--- config.mk ---
export PLATFORM = sky130hd
export DESIGN_NAME = rsfs_div_stage
export DESIGN_NICKNAME = d
export VERILOG_FILES = /design/src/hw/rtl/rsfs_pkg.sv /design/src/hw/rtl/rsfs_div_stage.sv
export SDC_FILE = /design/constraint.sdc
export NUM_CORES = 1
export LEC_CHECK = 0
export BUFFER_PORTS_ARGS = -buffer_cell sky130_fd_sc_hd__buf_2
export CAP_MARGIN = 20
export CORE_MARGIN = 2
export CORE_UTILIZATION = 47
export DETAILED_ROUTE_END_ITERATION = 12
export PLACE_DENSITY = 0.78
export SYNTH_ARGS = -nofsm -noshare
export SYNTH_HDL_FRONTEND = slang
export SYNTH_SLANG_ARGS = --single-unit
--- constraint.sdc ---
create_clock -name clk -period 13.28 [get_ports clk]
set_input_delay 2.656 -clock clk [delete_from_list [all_inputs] [get_ports clk]]
set_output_delay 2.656 -clock clk [all_outputs]
set_load 0.02 [all_outputs]
--- src/hw/rtl/rsfs_pkg.sv ---
// Shared types and constants for the rebar stress-from-strain pipeline.
`timescale 1ns / 1ps
`default_nettype none
package rsfs_pkg;

  localparam logic [2:0] REGION_ZERO    = 3'd0;
  localparam logic [2:0] REGION_ELASTIC = 3'd1;
  localparam logic [2:0] REGION_PLATEAU = 3'd2;
  localparam logic [2:0] REGION_HARDEN  = 3'd3;
  localparam logic [2:0] REGION_FAILED  = 3'd4;

  localparam logic [2:0] REG_MODULUS   = 3'd0;
  localparam logic [2:0] REG_YIELD     = 3'd1;
  localparam logic [2:0] REG_PLATEAU   = 3'd2;
  localparam logic [2:0] REG_ULT_STR   = 3'd3;
  localparam logic [2:0] REG_ULT_EPS   = 3'd4;
  localparam logic [2:0] REG_FAIL_EPS  = 3'd5;
  localparam logic [2:0] REG_FACTORS   = 3'd6;
  localparam logic [2:0] REG_OPTIONS   = 3'd7;

  localparam logic [31:0] FACTORS_RESET = 32'h1000_1000;
  localparam logic [1:0]  OPTIONS_RESET = 2'b01;
  localparam logic [15:0] FACTOR_UNITY  = 16'h1000;

  localparam int DIV_STEPS  = 4;
  localparam int DIV_STAGES = 8;

  typedef struct packed {
    logic        neg;
    logic [2:0]  region;
    logic        yielded;
    logic        at_max;
    logic [35:0] base_mag;
    logic [31:0] dl;
    logic [31:0] fu;
    logic        fu_ge;
    logic        q_hi;
    logic [31:0] rem;
    logic [31:0] d;
    logic [31:0] quo;
  } pipe_t;

endpackage
`default_nettype wire

--- src/hw/rtl/rsfs_div_stage.sv ---
// One divider stage: DIV_STEPS restoring steps of the hardening ratio.
`timescale 1ns / 1ps
`default_nettype none
module rsfs_div_stage
  import rsfs_pkg::*;
(
  input  wire logic  clk,
  input  wire logic  rst,
  input  wire logic  in_valid,
  input  wire pipe_t in_item,
  output logic       out_valid,
  output pipe_t      out_item
);

  pipe_t       nxt;
  logic [32:0] r2;
  logic [31:0] r;
  logic [31:0] q;

  always_comb begin
    r = in_item.rem;
    q = in_item.quo;
    r2 = 33'd0;
    for (int j = 0; j < DIV_STEPS; j++) begin
      r2 = {r, 1'b0};
      if (r2 >= {1'b0, in_item.d}) begin
        r2 = r2 - {1'b0, in_item.d};
        q = {q[30:0], 1'b1};
      end else begin
        q = {q[30:0], 1'b0};
      end
      r = r2[31:0];
    end
    nxt = in_item;
    nxt.rem = r;
    nxt.quo = q;
  end

  always_ff @(posedge clk) begin
    if (rst) begin
      out_valid <= 1'b0;
    end else begin
      out_valid <= in_valid;
    end
  end

  always_ff @(posedge clk) begin
    out_item <= nxt;
  end

endmodule
`default_nettype wire

==> out/qor.csv, run 1 <==
metric,value,unit
intPower,3.60,mW
status,completed,
p_leak,9.45,nW
synth_cell_types,73,
min_to,out_item[9]$_DFF_P_,
synthMuxAreaShare,0.0924,
viasPerCell,5.45,
critPathMaxFanout,19,
crit_slowest_cell,a2111o_1,
tightest_slew,557,ps
clock-root-buffer,clkbuf_16,
drt-total-wl,50.1,mm
drive_gt1_frac,0.443,
cp.required,13690,ps
vias,13500,
synthAdderAreaFrac,0.129,
drv_cap,0,
start_util,0.474,
clockBufferDepth,3,
syn-num-nets,1660,
hold_viol,0,
postCtsHoldBufs,0,
setup_tns,0,ps
die_w,165,um
total_power,6.10,mW
synth-xor-area-share,0.0814,
die_y,165,um
grt_pass1_vias,13500,
synth-simple-area-share,0.118,
grt_overflow_total,0,
grt_antenna_before_repair,3,
syn_to_final_growth,50.0,%
seq_area,0.00410,mm^2
max_stage_delay,490,ps
ys_seq_elements,205,
drt_iter0_markers,1056,
syn_inst,1327,
grt_max_degree,20,
multiInputGateArea,0.00780,mm^2
syn_area_per_cell,9.23,um^2
switchingPower,2.50,mW
p_clk_frac,0.103,
vdd_drop_max,0.000197,V
drt_pass1_iterations,7,
p_comb_frac,0.773,
ant_nets,0,
slew_headroom,0.619,
hold_depth,1,
setup_viol,0,
cts_tree,built,
holdWs,2220,ps
htreeDepth,1,
clock-sinks,205,
wl_per_cell,20.2,um
dp_hpwl,42.3,mm
yosysWarningCount,0,
num_rows,59,
maxSlewViolCount,0,
powerDensity,332,mW/mm^2
synthesis.area,0.0122,mm^2
io_buffer_count,407,
synth-edff-count,0,
grtUsageTotal,0.352,
hold_path_class,in -> reg,
core-area,0.0258,mm^2
hold_start,in_item[5],
synth_top_family_by_area,compound AO/OA/AOI/OAI gates,
swShare,0.410,
place_congestion,0.985,
synth_seq_area_share,0.335,
clock.fmax,78.1,MHz
drc_errors,0,
clk_pin_slew_worst_paths,60,ps
boundaryPins,412,
fillers,1985,
finalNetCount,2457,
grt_pass1_wl,73.4,mm
async_flop_share,0,
cpMostUsedCell,buf_4,
crit_arrival,13220,ps
min_period,12810,ps
crit_path_end_kind,flop,
pwr-share-seq,0.124,
fin_crit_sh,0.964,
synth_compound_area_frac,0.208,
synth_top_flop_cell,dfxtp_1,
path_class,in -> reg,
cts-buffers-inserted,23,
fp.dieArea,0.0274,mm^2
critPathLaunchType,input port,
[cells in the mapped netlist, types with 3 or more instances]
cell type / instances / area [um^2]
a2111oi_0: 3 / 26.3
a211oi_1: 13 / 97.6
or2_2: 5 / 31.3
o21a_1: 24 / 180
o21bai_1: 23 / 173
nand3_1: 30 / 150
and3_1: 12 / 75.1
nor4_1: 4 / 25.0
clkbuf_1: 16 / 60.1
buf_6: 5 / 56.3
a21o_1: 55 / 413
nor2b_1: 18 / 113
nor3_1: 21 / 105
xnor2_1: 80 / 701
and2_1: 8 / 50.1
xor2_1: 32 / 280
inv_1: 73 / 274
o21ai_1: 5 / 25.0
nand2_1: 78 / 293
o22ai_1: 4 / 25.0
o41ai_1: 3 / 26.3
nand4_1: 13 / 81.3
mux2_2: 47 / 529
nor2_1: 72 / 270
o21ai_0: 70 / 350
o211ai_1: 8 / 60.1
a31oi_1: 14 / 87.6
o31ai_1: 11 / 82.6
mux2_4: 28 / 420
or4_1: 3 / 22.5
dfxtp_1: 205 / 4100
a211o_1: 4 / 35.0
buf_2: 6 / 30.0
a21oi_1: 118 / 591
nand2b_1: 13 / 81.3
mux2_1: 7 / 78.8
a221oi_1: 9 / 78.8
a21boi_0: 3 / 22.5
ha_1: 125 / 1560
or3_1: 5 / 31.3
mux2i_1: 9 / 90.1
[critical path, delay by kind of cell]
family                   cells  cell delay, ps
AO/OA/AOI/OAI               19            4190
multiplexers                 4            1450
adder cells (fa/ha/maj)      4            1220
buffers and inverters       10            1690
AND/OR/NAND/NOR             11            1970
[cells by family (layout without fill, tap and decap cells)]
logic type                 Yosys count  in the layout
AOI/OAI and AO/OA                  393            393
and+or+nand+nor                    294            294
DFF                                205            205
adders and majority gates          126            126
xor gates and xnor gates           113            113
buffers and inverters              104            916
muxes                               92             92
other                                0              2
[routing by layer]
layer | share of wire | vias up | wire length [um] | global-route usage
li1 | - | 6412 | - | -
met1 | 0.39 | 6332 | 19600 | 0.414
met2 | 0.47 | 609 | 23400 | 0.606
met3 | 0.087 | 148 | 4370 | 0.0789
met4 | 0.054 | 4 | 2720 | 0.168
met5 | 0.00054 | - | 27 | 0
[power by group through the flow]
stage	logic (mW)	clock network [mW]	registers, mW
3_3_place_gp	4.40	0	0.767
3_5_place_dp	4.53	0	0.769
4_1_cts	4.58	0.633	0.758
5_1_grt	5.05	0.656	0.765
2_1_floorplan	2.67	0	0.876
6_report	4.72	0.626	0.759
[through the flow]
stage / setup WS [ps] / utilization / cell area [um^2] / cells
after floorplan: 68.0 / - / 12300 / 1327
after global placement: -281 / 0.679 / 17500 / 2432
after detailed placement: -597 / 0.679 / 17500 / 2432
after CTS: 82.8 / 0.708 / 18300 / 2472
after global routing: -12.9 / 0.711 / 18400 / 2475
final: 474 / 0.711 / 18400 / 2476
[sequential cells by signal (all words and copies together) (netlist names)]
name and count:
out_valid 1, out_item 204
[what timing repair did]
action                                  4_1_cts  5_1_grt
gates resized for setup                       2       19
pin swaps                                     0        4
endpoints found under the setup margin       27       33
buffers inserted                              0        2
[worst max path at each step]
stage                 from                    to  slack, ps  depth (start not counted)
2_1_floorplan  in_item[44]  out_item[67]$_DFF_P_         70                         55
3_3_place_gp   in_item[48]  out_item[81]$_DFF_P_       -280                         48
3_5_place_dp   in_item[48]  out_item[81]$_DFF_P_       -600                         52
4_1_cts        in_item[48]  out_item[81]$_DFF_P_         80                         52
5_1_grt        in_item[48]  out_item[68]$_DFF_P_        -10                         53
6_report       in_item[48]  out_item[81]$_DFF_P_        470                         48
[cell type report]
type | instances | area share
antenna | 2 | 0.000272
clock buffer | 29 | 0.0342
clock inverter | 11 | 0.00579
inverter | 74 | 0.0151
multi-input combinational | 1018 | 0.424
sequential | 205 | 0.223
tap | 335 | 0.0228
timing repair buffer | 802 | 0.274
[cells in the final DEF, fill, tap and decap left out, types with 32 or more instances in the layout]
cell,synthesis,routed
xnor2_1,80,80
ha_1,125,125
xor2_1,32,32
inv_1,73,73
nor2_1,72,72
mux2_2,47,47
buf_2,6,407
dfxtp_1,205,205
o21ai_0,70,65
nand2_1,78,78
a21oi_1,118,113
a21o_1,55,55
buf_4,2,392
Power figures use the tool's default switching activity.
==> run 2: changes to the inputs <==
--- a/config.mk
+++ b/config.mk
@@ -5,12 +5,13 @@
 export SDC_FILE = /design/constraint.sdc
 export NUM_CORES = 1
 export LEC_CHECK = 0
+export ABC_AREA = 1
 export BUFFER_PORTS_ARGS = -buffer_cell sky130_fd_sc_hd__buf_2
 export CAP_MARGIN = 20
 export CORE_MARGIN = 2
-export CORE_UTILIZATION = 47
+export CORE_UTILIZATION = 45
 export DETAILED_ROUTE_END_ITERATION = 12
-export PLACE_DENSITY = 0.78
+export PLACE_DENSITY = 0.74
 export SYNTH_ARGS = -nofsm -noshare
 export SYNTH_HDL_FRONTEND = slang
 export SYNTH_SLANG_ARGS = --single-unit
==> run 2 against run 1 <==
- sequential share of layout area increased by 1.5 points
- clock power decreased by 13%
- sequential power decreased by 2%
- global-route usage decreased by 5.0 points
- power decreased by 21%
- cell count increased by 16%
- area after synthesis increased by 7.8%
- first-iteration DRC count decreased by 0.85%
- synthesized cell count increased by 46%
==> out/qor.csv, run 2 <==
metric,value,unit
cp.required,13710,ps
regMostFlops,out_item,
crit_path_end_kind,flop,
total_power,4.80,mW
place_congestion,1.03,
layout_common_cells,"nand2_1, buf_2, dfxtp_1",
synth_cell_types,46,
powerDensity,279,mW/mm^2
max_stage_delay,650,ps
setup_tns,0,ps
vias,14800,
ys_seq_elements,205,
synth_seq_area_share,0.311,
vdd_drop_max,0.000145,V
synth_top_flop_cell,dfxtp_1,
tightest_slew,820,ps
die_w,175,um
critPathLaunchType,input port,
hold_start,in_item[174],
p_leak,9.41,nW
crit_slowest_cell,nor2_4,
hold_viol,0,
clock-root-buffer,clkbuf_16,
yosysMostFrequentCell,nand2_1,
cts-buffers-inserted,19,
grt_max_degree,41,
fin_util,0.598,
path_class,in -> reg,
finalNetCount,2800,
wl_per_cell,16.9,um
final_common_cell,nand2_1,
grt_overflow_total,0,
rsz0062_at_grt,false,
drc_errors,0,
grt_pass1_wl,73.6,mm
clock-sinks,205,
status,completed,
yosysTopAreaCell,dfxtp_1,
syn_to_final_growth,30.2,%
cts_tree,built,
reg_top3,"out_item: 204 flops, out_valid: 1 flops",
drv_cap,0,
maxSlewViolCount,0,
io_buffer_count,407,
fp.dieArea,0.0307,mm^2
synth-edff-count,0,
setup_viol,0,
dp_hpwl,41.2,mm
postCtsSetupRepairBufs,0,
num_rows,62,
grt_antenna_before_repair,0,
critPathMaxFanout,40,
die_y,175,um
largest_register_ffs,204,
min_to,out_item[174]$_DFF_P_,
crit_arrival,12000,ps
min_period,11570,ps
yosysTopAreaCellShare,0.311,
synthTopCellsByArea,"dfxtp_1, nand2_1, ha_1",
fin_crit_sh,0.871,
clockBufferDepth,3,
viasPerCell,5.18,
synthesis.area,0.0132,mm^2
clock.fmax,86.4,MHz
cpMostUsedCell,nand2_1,
ant_nets,0,
slew_headroom,0.452,
drive_gt1_frac,0.243,
start_util,0.459,
drt_pass1_iterations,5,
num_antenna_cells,0,
drt-total-wl,48.2,mm
core-area,0.0288,mm^2
synth_commonest_cells,"nand2_1, dfxtp_1, inv_1",
boundaryPins,412,
syn-num-nets,2270,
async_flop_share,0,
drt_iter0_markers,1047,
htreeDepth,1,
fillers,2768,
postCtsHoldBufs,0,
grtUsageTotal,0.301,
clk_pin_slew_worst_paths,80,ps
yosysWarningCount,0,
hold_path_class,in -> reg,
hold_depth,1,
syn_inst,1937,
syn_area_per_cell,6.82,um^2
grt_pass1_vias,14200,
cts-resized-gates,0,
[run 2: changes by cell type after synthesis, moves of 47 or more]
cell,delta
inv_1,+113
mux2_2,-47
nand2_1,+565
nand3_1,+104
nor2_1,+65
[run 2: cell type report]
type                       instances  area [um^2]  area share
clock buffer                      24          524      0.0305
clock inverter                     8          101     0.00589
inverter                         194          728      0.0423
multi-input combinational       1507         8200       0.477
sequential                       205         4100       0.239
tap                              384          480      0.0279
timing repair buffer             540         3060       0.178
[run 2: kinds of logic after synthesis]
kind of cell / count (synthesis) / share of synthesized area
simple gates: 989 / 0.311
buf+inv: 225 / 0.0681
xor+xnor: 106 / 0.0703
compound gates: 286 / 0.120
flops: 205 / 0.311
fa+ha+maj: 126 / 0.120
[run 2: stage by stage]
stage	hold WS (ps)	area [um^2]	std cells	worst slack, ps
after CTS	2240	17200	2862	1920
after global placement	2760	16600	2830	1540
after detailed placement	2760	16600	2830	1420
after global routing	2240	17200	2862	875
after floorplan	2680	13200	1937	3660
final	2250	17200	2862	1710
[run 2: how the worst max path moves through the flow]
stage / start / endpoint / slack, ps / cells after the start
floorplan: in_item[47] / out_item[85]$_DFF_P_ / 3660 / 57
global placement: in_item[62] / out_item[89]$_DFF_P_ / 1540 / 55
detailed placement: in_item[62] / out_item[89]$_DFF_P_ / 1420 / 57
CTS: in_item[62] / out_item[89]$_DFF_P_ / 1920 / 57
global route: in_item[50] / out_item[89]$_DFF_P_ / 880 / 58
finish: in_item[47] / out_item[89]$_DFF_P_ / 1710 / 55
[run 2: critical path, delay by kind of cell]
kind	cells	cell delay (ps)
AOI/OAI and AO/OA	11	2560
xor gates and xnor gates	1	150
adders and majority gates	4	1450
buffers and inverters	9	1480
and+or+nand+nor	30	3670
[run 2: layer usage]
layer | vias up | wire [um] | part of all wire | track usage
met1 | 6750 | 19400 | 0.40 | 0.363
met5 | - | 0 | 0 | 0
met4 | 0 | 2030 | 0.042 | 0.121
met2 | 583 | 23800 | 0.49 | 0.552
met3 | 111 | 3020 | 0.063 | 0.0247
li1 | 7388 | - | - | -
[run 2: report_power, final]
part	switching [mW]	internal, mW
sequential	0.0207	0.724
combinational	2.02	1.49
clock	0.228	0.319
==> run 3: changes to the inputs <==
--- a/config.mk
+++ b/config.mk
@@ -11,7 +11,7 @@
 export CORE_MARGIN = 2
 export CORE_UTILIZATION = 45
 export DETAILED_ROUTE_END_ITERATION = 12
-export PLACE_DENSITY = 0.74
+export PLACE_DENSITY = 0.72
 export SYNTH_ARGS = -nofsm -noshare
 export SYNTH_HDL_FRONTEND = slang
 export SYNTH_SLANG_ARGS = --single-unit
==> constraint.sdc (replaced) <==
create_clock -name clk -period 11 [get_ports clk]
set_input_delay 2.2 -clock clk [delete_from_list [all_inputs] [get_ports clk]]
set_output_delay 2.2 -clock clk [all_outputs]
set_load 0.02 [all_outputs]
==> run 3 against run 2 <==
- global-route usage is 1.4 points higher
- routed wire length grew 4.3%
- worst hold slack worse by 440 ps
- cell area rose by 3.0%
- core utilization rose by 1.8 points
- non-clock buffer count up 56
- cell count rose by 2.0%
- highest routed layer unchanged
==> out/qor.csv, run 3 (same netlist as run 2, synthesis figures left out) <==
metric,value,unit
start_util,0.459,
cts-buffers-inserted,19,
ant_nets,0,
regMostFlops,out_item,
setup_viol,0,
crit_path_end_kind,flop,
postPlaceCellArea,0.0171,mm^2
path_class,in -> reg,
htreeDepth,1,
largest_register_ffs,204,
grt_overflow_total,0,
wl_per_cell,17.2,um
cp.required,11420,ps
fin_crit_sh,0.946,
core-area,0.0288,mm^2
reg_top3,"out_item: 204 flops, out_valid: 1 flops",
grtUsageTotal,0.316,
grt_antenna_before_repair,0,
drt-total-wl,50.3,mm
path_depth,55,
clock.fmax,96.1,MHz
fp.dieArea,0.0307,mm^2
hold_path_class,in -> reg,
place_congestion,1.05,
grt_pass1_wl,76.5,mm
drt_pass1_iterations,6,
drt_iter0_markers,1176,
max_stage_delay,450,ps
critPathMaxFanout,23,
cts_tree,built,
status,completed,
fin_ws,589,ps
drc_errors,0,
hold_viol,0,
vdd_drop_max,0.000172,V
holdWs,1810,ps
min_period,10410,ps
rsz0062_at_grt,false,
io_buffer_count,407,
clock-root-buffer,clkbuf_16,
drv_cap,0,
grt_pass1_vias,14600,
hold_depth,1,
die_y,175,um
cp_top_family,simple AND/OR/NAND/NOR gates,
finalNetCount,2858,
postCtsHoldBufs,0,
crit_arrival,10830,ps
slew_headroom,0.497,
final_common_cell,nand2_1,
p_leak,9.72,nW
drive_gt1_frac,0.261,
vias,15000,
place_ws,181,ps
fin_area,0.0177,mm^2
grt_max_degree,32,
setup_tns,0,ps
clock-sinks,205,
critPathLaunchType,input port,
num_antenna_cells,0,
num_rows,62,
crit_buf_inv,9,
layout_common_cells,"nand2_1, buf_2, dfxtp_1",
clk_pin_slew_worst_paths,60,ps
tightest_slew,753,ps
cpMostUsedCell,nand2_1,
dp_hpwl,43.2,mm
maxSlewViolCount,0,
powerDensity,338,mW/mm^2
total_power,5.99,mW
viasPerCell,5.14,
syn_to_final_growth,34.2,%
boundaryPins,412,
die_w,175,um
clockBufferDepth,3,
crit_slowest_cell,ha_1,
==> run 3: metrics by stage <==
stage / instances / util
finish: 2918 / 0.616
global route: 2918 / 0.616
CTS: 2915 / 0.614
detailed placement: 2885 / 0.593
floorplan: 1937 / -
global placement: 2885 / 0.593
==> run 3: routing by layer <==
layer  GRT usage  routed length [um]  vias to the layer above
met2       0.568               24600                      590
met1       0.388               20300                     6782
met4       0.124                2140                        0
met5           0                   0                        -
met3      0.0271                3340                      104
li1            -                   -                     7525
==> run 3: path summary, 6_finish.rpt <==
| check | startpoint | end |
|---|---|---|
| max | in_item[55] | out_item[91]$_DFF_P_ |
| min | in_item[116] | out_item[116]$_DFF_P_ |
==> run 3: where the power goes <==
group | total [mW] | switching, mW | internal (mW)
Clock | 0.651 | 0.263 | 0.387
Combinational | 4.44 | 2.50 | 1.94
Sequential | 0.901 | 0.0269 | 0.874
==> run 3: cell type report <==
class,count,area (um^2)
clock inverter,9,134
sequential,205,4100
clock buffer,21,483
inverter,194,728
timing repair buffer,596,3540
tap,384,480
fill,2739,11100
multi-input combinational,1509,8250
==> run 3: repair_timing <==
action | 4_1_cts | 5_1_grt
gates resized for setup | 0 | 12
setup endpoints to repair | 0 | 32
buffers inserted | 0 | 1
